`src/rtl/usb_cable_hotplug_detector_defines.svh`:
```
// assertion macros for the usb cable hotplug detector
// no dependencies; expects clk and rst_n in the including scope
`ifndef USB_CABLE_HOTPLUG_DETECTOR_DEFINES_SVH
`define USB_CABLE_HOTPLUG_DETECTOR_DEFINES_SVH

`ifndef SYNTHESIS
`define UCHD_ASSERT_IMPL(label, ante, cons, msg) \
  label: assert property (@(posedge clk) disable iff (!rst_n) (ante) |-> (cons)) \
    else $error(msg);
`define UCHD_ASSERT_NEXT(label, ante, cons, msg) \
  label: assert property (@(posedge clk) disable iff (!rst_n) (ante) |=> (cons)) \
    else $error(msg);
`else
`define UCHD_ASSERT_IMPL(label, ante, cons, msg)
`define UCHD_ASSERT_NEXT(label, ante, cons, msg)
`endif

`endif

```
`src/rtl/uchd_pkg.sv`:
```
// types and codes for the usb cable hotplug detector
// no dependencies
package uchd_pkg;

  typedef enum logic [1:0] {
    PH_IDLE     = 2'd0,
    PH_DEBOUNCE = 2'd1,
    PH_PROBE    = 2'd2
  } phase_t;

  typedef enum logic [2:0] {
    EV_NONE          = 3'd0,
    EV_USB_ADD       = 3'd1,
    EV_USB_REMOVE    = 3'd2,
    EV_POWER_ADD     = 3'd3,
    EV_POWER_REMOVE  = 3'd4,
    EV_SUSPEND_POWER = 3'd5
  } event_t;

  typedef enum logic [1:0] {
    REG_DEBOUNCE_TICKS   = 2'd0,
    REG_PROBE_ROUNDS     = 2'd1,
    REG_USB_VOTES_NEEDED = 2'd2,
    REG_SUSPEND_TICKS    = 2'd3
  } reg_index_t;

  localparam logic [7:0]  DEBOUNCE_TICKS_RST   = 8'd50;
  localparam logic [2:0]  PROBE_ROUNDS_RST     = 3'd3;
  localparam logic [2:0]  USB_VOTES_NEEDED_RST = 3'd2;
  localparam logic [15:0] SUSPEND_TICKS_RST    = 16'd300;
  localparam logic [2:0]  VOTES_MAX            = 3'd7;

  typedef struct packed {
    logic pin_level;
    logic bus_activity;
    logic probe_valid;
    logic probe_bus_event;
  } in_item_t;

  typedef struct packed {
    logic [2:0] event_code;
    logic       cable_connected;
    logic       usb_mode;
    logic       switch_drive;
    logic       probe_request;
    logic       busy_res;
    logic       power_only;
  } out_item_t;

  typedef struct packed {
    logic [1:0]  index;
    logic [15:0] wdata;
  } cfg_item_t;

endpackage

```
`src/rtl/uchd_if.sv`:
```
// valid/ready channel interfaces for the usb cable hotplug detector
// depends on uchd_pkg
interface uchd_in_if import uchd_pkg::*; ();
  logic     valid;
  logic     ready;
  in_item_t data;
  modport source (output valid, output data, input ready);
  modport sink (input valid, input data, output ready);
endinterface

interface uchd_out_if import uchd_pkg::*; ();
  logic      valid;
  logic      ready;
  out_item_t data;
  modport source (output valid, output data, input ready);
  modport sink (input valid, input data, output ready);
endinterface

interface uchd_cfg_if import uchd_pkg::*; ();
  logic      valid;
  logic      ready;
  cfg_item_t data;
  modport source (output valid, output data, input ready);
  modport sink (input valid, input data, output ready);
endinterface

```
`src/rtl/usb_cable_hotplug_detector.sv`:
```
// usb cable hotplug detector: one registered result beat per accepted input beat
// 1 beat per cycle while skid is empty; state updates once per accepted beat
// output register plus one skid entry, so input is taken while a result waits
// cfg port always ready, takes one write per cycle
// synchronous active-low reset: registers to defaults, all state cleared
// depends on uchd_pkg, uchd_if.sv and usb_cable_hotplug_detector_defines.svh
`include "usb_cable_hotplug_detector_defines.svh"

module usb_cable_hotplug_detector import uchd_pkg::*; (
  input  logic        clk,
  input  logic        rst_n,
  uchd_in_if.sink     in_ch,
  uchd_out_if.source  out_ch,
  uchd_cfg_if.sink    cfg_ch
);

  logic [7:0]  debounce_ticks_r;
  logic [2:0]  probe_rounds_r;
  logic [2:0]  usb_votes_needed_r;
  logic [15:0] suspend_ticks_r;

  phase_t      phase_r, phase_nxt;
  logic        cable_state_r, cable_state_nxt;
  logic        protocol_usb_r, protocol_usb_nxt;
  logic        old_protocol_usb_r, old_protocol_usb_nxt;
  logic        stable_level_r, stable_level_nxt;
  logic [7:0]  stable_count_r, stable_count_nxt;
  logic [2:0]  probe_index_r, probe_index_nxt;
  logic [2:0]  usb_votes_r, usb_votes_nxt;
  logic        last_probe_usb_r, last_probe_usb_nxt;
  logic        activity_seen_r, activity_seen_nxt;
  logic        activity_history_r, activity_history_nxt;
  logic        watchdog_running_r, watchdog_running_nxt;
  logic [15:0] watchdog_count_r, watchdog_count_nxt;
  logic        switch_level_r, switch_level_nxt;
  event_t      last_event_r, last_event_nxt;

  event_t      ev;
  logic        req;
  logic [15:0] period;
  logic [2:0]  rounds;
  out_item_t   res;

  logic        out_valid_r, skid_valid_r;
  out_item_t   out_data_r, skid_data_r;
  logic        in_fire, out_fire, cfg_fire;
  in_item_t    beat;

  assign beat         = in_ch.data;
  assign in_ch.ready  = !skid_valid_r;
  assign in_fire      = in_ch.valid && in_ch.ready;
  assign out_ch.valid = out_valid_r;
  assign out_ch.data  = out_data_r;
  assign out_fire     = out_valid_r && out_ch.ready;
  assign cfg_ch.ready = 1'b1;
  assign cfg_fire     = cfg_ch.valid && cfg_ch.ready;

  assign period = (suspend_ticks_r == 16'd0) ? 16'd1 : suspend_ticks_r;
  assign rounds = (probe_rounds_r == 3'd0) ? 3'd1 : probe_rounds_r;

  always_ff @(posedge clk) begin
    if (!rst_n) begin
      debounce_ticks_r   <= DEBOUNCE_TICKS_RST;
      probe_rounds_r     <= PROBE_ROUNDS_RST;
      usb_votes_needed_r <= USB_VOTES_NEEDED_RST;
      suspend_ticks_r    <= SUSPEND_TICKS_RST;
    end else if (cfg_fire) begin
      unique case (reg_index_t'(cfg_ch.data.index))
        REG_DEBOUNCE_TICKS:   debounce_ticks_r   <= cfg_ch.data.wdata[7:0];
        REG_PROBE_ROUNDS:     probe_rounds_r     <= cfg_ch.data.wdata[2:0];
        REG_USB_VOTES_NEEDED: usb_votes_needed_r <= cfg_ch.data.wdata[2:0];
        REG_SUSPEND_TICKS:    suspend_ticks_r    <= cfg_ch.data.wdata;
        default: ;
      endcase
    end
  end

  // next state: watchdog first, then detection
  always_comb begin
    phase_nxt            = phase_r;
    cable_state_nxt      = cable_state_r;
    protocol_usb_nxt     = protocol_usb_r;
    old_protocol_usb_nxt = old_protocol_usb_r;
    stable_level_nxt     = stable_level_r;
    stable_count_nxt     = stable_count_r;
    probe_index_nxt      = probe_index_r;
    usb_votes_nxt        = usb_votes_r;
    last_probe_usb_nxt   = last_probe_usb_r;
    activity_seen_nxt    = activity_seen_r;
    activity_history_nxt = activity_history_r;
    watchdog_running_nxt = watchdog_running_r;
    watchdog_count_nxt   = watchdog_count_r;
    switch_level_nxt     = switch_level_r;
    last_event_nxt       = last_event_r;
    ev                   = EV_NONE;
    req                  = 1'b0;

    if (watchdog_running_r) begin
      if (beat.bus_activity) activity_seen_nxt = 1'b1;
      if ({1'b0, watchdog_count_r} + 17'd1 >= {1'b0, period}) begin
        watchdog_count_nxt = 16'd0;
        if (activity_seen_nxt) begin
          activity_history_nxt = 1'b1;
          activity_seen_nxt    = 1'b0;
        end else if (activity_history_nxt) begin
          activity_history_nxt = 1'b0;
          protocol_usb_nxt     = 1'b0;
          watchdog_running_nxt = 1'b0;
          activity_seen_nxt    = 1'b0;
        end
      end else begin
        watchdog_count_nxt = watchdog_count_r + 16'd1;
      end
    end

    unique case (phase_r)
      PH_DEBOUNCE: begin
        if (beat.pin_level != stable_level_r) begin
          stable_level_nxt = beat.pin_level;
          stable_count_nxt = 8'd1;
        end
        if (stable_count_nxt >= debounce_ticks_r) begin
          phase_nxt = PH_IDLE;
          if (cable_state_r) begin
            if (!beat.pin_level) begin
              cable_state_nxt      = 1'b0;
              protocol_usb_nxt     = 1'b0;
              ev                   = old_protocol_usb_r ? EV_USB_REMOVE : EV_POWER_REMOVE;
              old_protocol_usb_nxt = 1'b0;
              watchdog_running_nxt = 1'b0;
              watchdog_count_nxt   = 16'd0;
              activity_seen_nxt    = 1'b0;
              activity_history_nxt = 1'b0;
            end else if (old_protocol_usb_r != protocol_usb_nxt) begin
              ev                   = EV_SUSPEND_POWER;
              old_protocol_usb_nxt = protocol_usb_nxt;
            end
          end else if (beat.pin_level) begin
            cable_state_nxt = 1'b1;
            phase_nxt       = PH_PROBE;
            probe_index_nxt = 3'd0;
            usb_votes_nxt   = 3'd0;
            req             = 1'b1;
          end
        end else begin
          stable_count_nxt = stable_count_nxt + 8'd1;
        end
      end
      PH_PROBE: begin
        if (beat.probe_valid) begin
          last_probe_usb_nxt = beat.probe_bus_event;
          if (beat.probe_bus_event && usb_votes_r != VOTES_MAX) begin
            usb_votes_nxt = usb_votes_r + 3'd1;
          end
          probe_index_nxt = probe_index_r + 3'd1;
          if (probe_index_nxt >= rounds) begin
            phase_nxt = PH_IDLE;
            if (beat.probe_bus_event && usb_votes_nxt >= usb_votes_needed_r) begin
              protocol_usb_nxt     = 1'b1;
              old_protocol_usb_nxt = 1'b1;
              ev                   = EV_USB_ADD;
              watchdog_running_nxt = 1'b1;
              watchdog_count_nxt   = 16'd0;
              activity_seen_nxt    = 1'b0;
            end else begin
              protocol_usb_nxt     = 1'b0;
              old_protocol_usb_nxt = 1'b0;
              ev                   = EV_POWER_ADD;
            end
          end else begin
            req = 1'b1;
          end
        end
      end
      default: begin
        phase_nxt = PH_IDLE;
        if (beat.pin_level != cable_state_r || protocol_usb_nxt != old_protocol_usb_r) begin
          phase_nxt        = PH_DEBOUNCE;
          stable_level_nxt = beat.pin_level;
          stable_count_nxt = 8'd1;
        end
      end
    endcase

    if (ev != EV_NONE) begin
      last_event_nxt = ev;
      if (ev != EV_POWER_ADD) switch_level_nxt = 1'b1;
    end
  end

  // result item
  always_comb begin
    res.event_code      = ev;
    res.cable_connected = cable_state_nxt;
    res.usb_mode        = protocol_usb_nxt;
    res.switch_drive    = switch_level_nxt;
    res.probe_request   = req;
    res.busy_res        = (phase_nxt == PH_DEBOUNCE) || (phase_nxt == PH_PROBE);
    res.power_only      = (last_event_nxt == EV_POWER_ADD);
  end

  always_ff @(posedge clk) begin
    if (!rst_n) begin
      phase_r            <= PH_IDLE;
      cable_state_r      <= 1'b0;
      protocol_usb_r     <= 1'b0;
      old_protocol_usb_r <= 1'b0;
      stable_level_r     <= 1'b0;
      stable_count_r     <= 8'd0;
      probe_index_r      <= 3'd0;
      usb_votes_r        <= 3'd0;
      last_probe_usb_r   <= 1'b0;
      activity_seen_r    <= 1'b0;
      activity_history_r <= 1'b0;
      watchdog_running_r <= 1'b0;
      watchdog_count_r   <= 16'd0;
      switch_level_r     <= 1'b0;
      last_event_r       <= EV_NONE;
    end else if (in_fire) begin
      phase_r            <= phase_nxt;
      cable_state_r      <= cable_state_nxt;
      protocol_usb_r     <= protocol_usb_nxt;
      old_protocol_usb_r <= old_protocol_usb_nxt;
      stable_level_r     <= stable_level_nxt;
      stable_count_r     <= stable_count_nxt;
      probe_index_r      <= probe_index_nxt;
      usb_votes_r        <= usb_votes_nxt;
      last_probe_usb_r   <= last_probe_usb_nxt;
      activity_seen_r    <= activity_seen_nxt;
      activity_history_r <= activity_history_nxt;
      watchdog_running_r <= watchdog_running_nxt;
      watchdog_count_r   <= watchdog_count_nxt;
      switch_level_r     <= switch_level_nxt;
      last_event_r       <= last_event_nxt;
    end
  end

  // output register and skid entry
  always_ff @(posedge clk) begin
    if (!rst_n) begin
      out_valid_r  <= 1'b0;
      skid_valid_r <= 1'b0;
    end else if (out_fire || !out_valid_r) begin
      if (skid_valid_r) begin
        out_valid_r  <= 1'b1;
        skid_valid_r <= 1'b0;
      end else begin
        out_valid_r <= in_fire;
      end
    end else if (in_fire) begin
      skid_valid_r <= 1'b1;
    end
  end

  always_ff @(posedge clk) begin
    if (out_fire || !out_valid_r) begin
      if (skid_valid_r) begin
        out_data_r <= skid_data_r;
      end else if (in_fire) begin
        out_data_r <= res;
      end
    end else if (in_fire) begin
      skid_data_r <= res;
    end
  end

  `UCHD_ASSERT_IMPL(a_skid_behind_out, skid_valid_r, out_valid_r, "skid beat without output beat")
  `UCHD_ASSERT_NEXT(a_stall_to_skid, in_fire && out_valid_r && !out_ch.ready, skid_valid_r, "stalled beat lost")
  `UCHD_ASSERT_IMPL(a_probe_needs_cable, phase_r == PH_PROBE, cable_state_r, "probing without cable")
  `UCHD_ASSERT_IMPL(a_watchdog_needs_usb, watchdog_running_r, protocol_usb_r, "watchdog running on non-usb cable")

endmodule

```
`src/flat_wrapper.sv`:
```
// flat-port wrapper written by rule: the top's interface ports become plain ports
module usb_cable_hotplug_detector_flat import uchd_pkg::*;
  (clk, rst_n, in_ch_valid, in_ch_data, in_ch_ready, out_ch_valid, out_ch_data, out_ch_ready, cfg_ch_valid, cfg_ch_data, cfg_ch_ready);
  uchd_in_if in_ch_i ();
  uchd_out_if out_ch_i ();
  uchd_cfg_if cfg_ch_i ();
  input  logic clk;
  input  logic rst_n;
  input wire logic [$bits(in_ch_i.valid)-1:0] in_ch_valid;
  input wire logic [$bits(in_ch_i.data)-1:0] in_ch_data;
  output wire logic [$bits(in_ch_i.ready)-1:0] in_ch_ready;
  output wire logic [$bits(out_ch_i.valid)-1:0] out_ch_valid;
  output wire logic [$bits(out_ch_i.data)-1:0] out_ch_data;
  input wire logic [$bits(out_ch_i.ready)-1:0] out_ch_ready;
  input wire logic [$bits(cfg_ch_i.valid)-1:0] cfg_ch_valid;
  input wire logic [$bits(cfg_ch_i.data)-1:0] cfg_ch_data;
  output wire logic [$bits(cfg_ch_i.ready)-1:0] cfg_ch_ready;
  assign in_ch_i.valid = in_ch_valid;
  assign in_ch_i.data = in_ch_data;
  assign in_ch_ready = in_ch_i.ready;
  assign out_ch_valid = out_ch_i.valid;
  assign out_ch_data = out_ch_i.data;
  assign out_ch_i.ready = out_ch_ready;
  assign cfg_ch_i.valid = cfg_ch_valid;
  assign cfg_ch_i.data = cfg_ch_data;
  assign cfg_ch_ready = cfg_ch_i.ready;
  usb_cable_hotplug_detector u_core (.clk(clk), .rst_n(rst_n), .in_ch(in_ch_i), .out_ch(out_ch_i), .cfg_ch(cfg_ch_i));
endmodule
```
`config.mk`:
```
export PLATFORM = sky130hd
export DESIGN_NAME = usb_cable_hotplug_detector_flat
export DESIGN_NICKNAME = d
export VERILOG_FILES = /design/src/rtl/uchd_pkg.sv /design/src/rtl/uchd_if.sv /design/src/rtl/usb_cable_hotplug_detector.sv /design/src/flat_wrapper.sv
export VERILOG_INCLUDE_DIRS = /design/src /design/src/rtl
export SDC_FILE = /design/constraint.sdc
export NUM_CORES = 1
export LEC_CHECK = 0
export BUFFER_PORTS_ARGS = -buffer_cell sky130_fd_sc_hd__clkbuf_2
export CORE_MARGIN = 2
export CORE_UTILIZATION = 55
export CTS_CLUSTER_DIAMETER = 40
export DETAILED_ROUTE_END_ITERATION = 16
export PLACE_DENSITY = 0.82
export SLEW_MARGIN = 10
export SYNTH_ARGS = -nofsm -noshare
export SYNTH_HDL_FRONTEND = slang
export SYNTH_SLANG_ARGS = --single-unit
```
`constraint.sdc`:
```
create_clock -name clk -period 4.01 [get_ports clk]
set_input_delay 0.6015 -clock clk [delete_from_list [all_inputs] [get_ports clk]]
set_output_delay 0.6015 -clock clk [all_outputs]
set_load 0.02 [all_outputs]
```
==> results.rst <==
.. list-table::
   :header-rows: 1

   * - Metric
     - Value
   * - Average routed wire per standard cell
     - 14.95 microns
   * - Xor and xnor fraction of the mapped netlist area
     - 3.311%
   * - Most instantiated flip-flop cell in the synthesis netlist
     - sky130_fd_sc_hd__dfxtp_1
   * - P_leak
     - 0.002473 uW
   * - Maximum VDD drop
     - 0.1645 mV
   * - Worst relative slew slack
     - 29.70%
   * - Core Region
     - 0.009774 sq mm
   * - Initial antenna violation count
     - 0
   * - Time the worst path needs with I/O delays and setup
     - 3785 ps
   * - Aggregate routed wire length
     - 11.96 mm
   * - Iteration-0 DRC count of the detailed router
     - 354
   * - Largest family of logic cells by synthesized area
     - simple AND/OR/NAND/NOR gates
   * - Reg-to-reg critical path startpoint
     - u_core.watchdog_count_r[3]
   * - Area taken by flip-flops and latches
     - 0.002046 sq mm
   * - Area delta synth->final
     - 9.299%
   * - Mapped Cells
     - 638
   * - Die area
     - 0.01085 sq mm
   * - Vias post-DR
     - 4,681
   * - Cell type with the largest total area after synthesis
     - sky130_fd_sc_hd__dfxtp_1
   * - TritonCTS clock tree
     - done
   * - Netlist area before placement
     - 0.005517 sq mm
   * - Peak clock frequency supported by timing
     - 264.2 MHz
   * - Synth Area in Compound Gates
     - 20.25%
   * - Arrival time of data at the critical path endpoint
     - 3910 ps
   * - Register bit total from synthesis
     - 93
   * - YS warnings
     - 0
   * - Area contributors post-synth
     - sky130_fd_sc_hd__dfxtp_1 27%, sky130_fd_sc_hd__edfxtp_1 9.8%, sky130_fd_sc_hd__ha_1 8.6%, sky130_fd_sc_hd__nand2_1 6.3%, sky130_fd_sc_hd__inv_1 3.0%
   * - Dominant cell by count in the synthesized netlist
     - sky130_fd_sc_hd__nand2_1
   * - Clock slew seen by the registers of the worst setup and hold paths
     - 90 ps
   * - Minimum setup slack in the final design
     - 224.8 ps
   * - Switching Fraction
     - 26.43%
   * - Share of the synthesized area in the top cell type
     - 27.22%
   * - Filler-free cell count of the finished design
     - 800
   * - Final Skew
     - 8.652 ps
   * - First-pass iteration count of the detailed router
     - 5
   * - Pins Over Slew Limit
     - 0
   * - Hold_buf cts
     - 0
   * - Average cell area after synthesis
     - 8.647 sq um
   * - Final-layout fill cell count
     - 826
   * - Largest net degree at the start of global routing
     - 61
   * - Clock share of power
     - 31.4%
   * - Antenna diode count
     - 0
   * - Clock latency on the worst-skew pair
     - 370 ps
   * - Maximum clock insertion buffer count
     - 2
   * - Floorplan die height
     - 104.2 microns
   * - Switching component of the power
     - 476.6 uW
   * - Area occupied by multi-input gates
     - 0.003246 sq mm
   * - Final layout net count
     - 728
   * - Number of placed cells counting well taps
     - 784
   * - Total of buffers placed on input and output ports
     - 37
   * - Vias in the first global route
     - 4,464
   * - Maximum level of the CTS H-tree
     - 3
   * - Share of the yosys chip area belonging to registers
     - 37.02%
   * - Core Rows
     - 36
   * - Weighted congestion at the end of routability-driven global placement
     - 0.9161
   * - Total of max-cap violations
     - 0
   * - Share of synthesized flip-flops with an asynchronous set or reset
     - 0%
   * - CP Capture Type
     - flop
   * - Worst min-delay path startpoint
     - cfg_ch_data[9]
   * - Transition time at the pin with the least slew margin
     - 1055 ps
   * - Chip Width
     - 104.2 microns
   * - Unique masters post-synth
     - 73
   * - Mux contribution to synthesized area
     - 3.538%
   * - Ratio of routed vias to standard cells
     - 5.851
   * - Setup TNS Final
     - 0 ps
   * - Clock buffers created by TritonCTS
     - 9
   * - Comb pwr share
     - 13.2%
   * - Biggest fanout along the worst timing path
     - 8
   * - Post-detailed-route count of antenna-violating nets
     - 0
   * - Type of the tightest min-delay check
     - input pin to flop
   * - Internal power summed over all cells
     - 1327 uW
   * - Clk sinks
     - 93
   * - Number of synthesized flops with an enable pin
     - 18
   * - Number of I/O pins
     - 39
   * - DP HPWL
     - 8.886 mm
   * - Required time worst endpoint
     - 4140 ps
   * - Worst reg-to-reg setup slack
     - 220 ps
   * - Clock root buffer
     - sky130_fd_sc_hd__clkbuf_8
   * - Sequential power share
     - 55.4%
   * - Total cell area at the placement stage
     - 0.005773 sq mm
   * - Global router's overall resource usage
     - 23.01%
   * - Basic-gate share of the synthesized area counting and, or, nand and nor cells
     - 21.66%
   * - Power density of the placed cells
     - 299.1 mW/mm^2
   * - Run status
     - completed
   * - Fin. Hold Viols
     - 0
   * - Share of cells above drive strength 1
     - 14.69%
   * - Commonest cells in the netlist
     - 93 x sky130_fd_sc_hd__nand2_1, 75 x sky130_fd_sc_hd__dfxtp_1, 44 x sky130_fd_sc_hd__inv_1
   * - Remaining routing DRC violations
     - 0
   * - Initial core utilization
     - 56.44%
   * - Nature of the critical path startpoint
     - flop
   * - Adder-cell share of the synthesized area
     - 8.619%
   * - Type of the worst setup path
     - flop to flop
   * - Setup-violating endpoint count in the final report
     - 0
   * - Syn Nets
     - 703
   * - Final Cell Area
     - 0.006030 sq mm
   * - First-pass GRT wire length
     - 20.56 mm
   * - Critical path launch point
     - u_core.watchdog_count_r[3]
   * - Final critical-path share of the clock period
     - 94.39%
   * - Overall overflow remaining after global route
     - 0
   * - Post-place setup slack
     - -43.89 ps
[worst max-delay path: stages, from the launching register on]
cell and delay [ps]:
sky130_fd_sc_hd__dfxtp_2 390, sky130_fd_sc_hd__nand3_1 130, sky130_fd_sc_hd__nor2_2 170, sky130_fd_sc_hd__and3_1 240, sky130_fd_sc_hd__and3_2 230, sky130_fd_sc_hd__and2_1 180, sky130_fd_sc_hd__nand4_1 160, sky130_fd_sc_hd__xnor2_2 190
sky130_fd_sc_hd__ha_1 310, sky130_fd_sc_hd__nand3_1 100, sky130_fd_sc_hd__nor3_2 180, sky130_fd_sc_hd__inv_1 120, sky130_fd_sc_hd__o2111ai_4 270, sky130_fd_sc_hd__nand2_4 140, sky130_fd_sc_hd__nor3_1 310, sky130_fd_sc_hd__nor3_2 140
sky130_fd_sc_hd__mux2_2 290
[repair_timing]
| item | CTS | global route |
|---|---|---|
| gates resized for setup | 2 | 15 |
| buffers inserted | 0 | 1 |
| endpoints found under the setup margin | 6 | 33 |
| pin swaps | 0 | 2 |
[layout by cell type (no fill, tap or decap), drive strengths merged, types with 9 or more instances in the layout]
cell type / Yosys / routed
a21boi: 21 / 21
a21oi: 23 / 23
a31oi: 15 / 15
and2: 10 / 10
and3: 11 / 11
clkbuf: 21 / 51
dfxtp: 75 / 75
edfxtp: 18 / 18
ha: 38 / 38
inv: 44 / 45
mux2: 12 / 12
nand2: 94 / 94
nand2b: 10 / 10
nand3: 13 / 13
nand4: 11 / 11
nor2: 36 / 36
nor2b: 13 / 13
nor3: 13 / 13
o211ai: 10 / 10
o21a: 9 / 9
o21ai: 34 / 34
xnor2: 14 / 14
[cell type report]
cell class	count	share of cell area, %
well taps	133	2.760
multi-input cells	471	53.83
flip-flops and latches	93	33.93
clock buffers	14	2.698
clock inverters	1	0.1038
repair buffers	44	3.943
inverters	44	2.739
[state kept, by name, summed over array words and instances, names as in the netlist, 8 cells and up]
register and flops:
u_core.suspend_ticks_r 16, u_core.debounce_ticks_r 8, u_core.watchdog_count_r 16, u_core.out_ch.data 9, u_core.skid_data_r 9, u_core.stable_count_r 8
[kinds of logic after synthesis]
logic type	Yosys count
mux	18
buf+inv	74
simple gates	239
other cells	1
compound gates	155
flops	93
fa+ha+maj	38
xor+xnor	20
[per-stage QoR]
stage,power (uW),utilization [%],hold WS (ps)
6_report,1803,61.69,471.5
5_1_grt,1889,61.69,473.3
4_1_cts,1802,60.89,464.1
3_5_place_dp,1248,59.06,465.2
3_3_place_gp,1238,59.06,447.6
2_1_floorplan,1183,-,435.2
[power groups by stage]
stage / logic [uW] / registers [uW] / clock network (uW)
finish: 238 / 998 / 567
detailed placement: 228 / 1020 / 0
global route: 265 / 1000 / 622
global placement: 220 / 1020 / 0
floorplan: 159 / 1020 / 0
CTS: 230 / 998 / 574
[path summary, 6_finish.rpt]
check,to,cells past startpoint
setup / recovery,u_core.out_ch.data[8],16
hold / removal,u_core.suspend_ticks_r[9],3
setup reg to reg,u_core.out_ch.data[8],16
hold reg to reg,u_core.stable_count_r[1],2
[layer usage]
layer / part of all wire [%] / up-vias / GRT usage [%]
met3: 5.5 / 36 / 5.326
met5: 0 / - / 0
li1: - / 2314 / -
met2: 46 / 153 / 37.64
met4: 3.0 / 0 / 8.591
met1: 46 / 2178 / 29.65
Note: power is estimated with default switching activity, not from simulation.
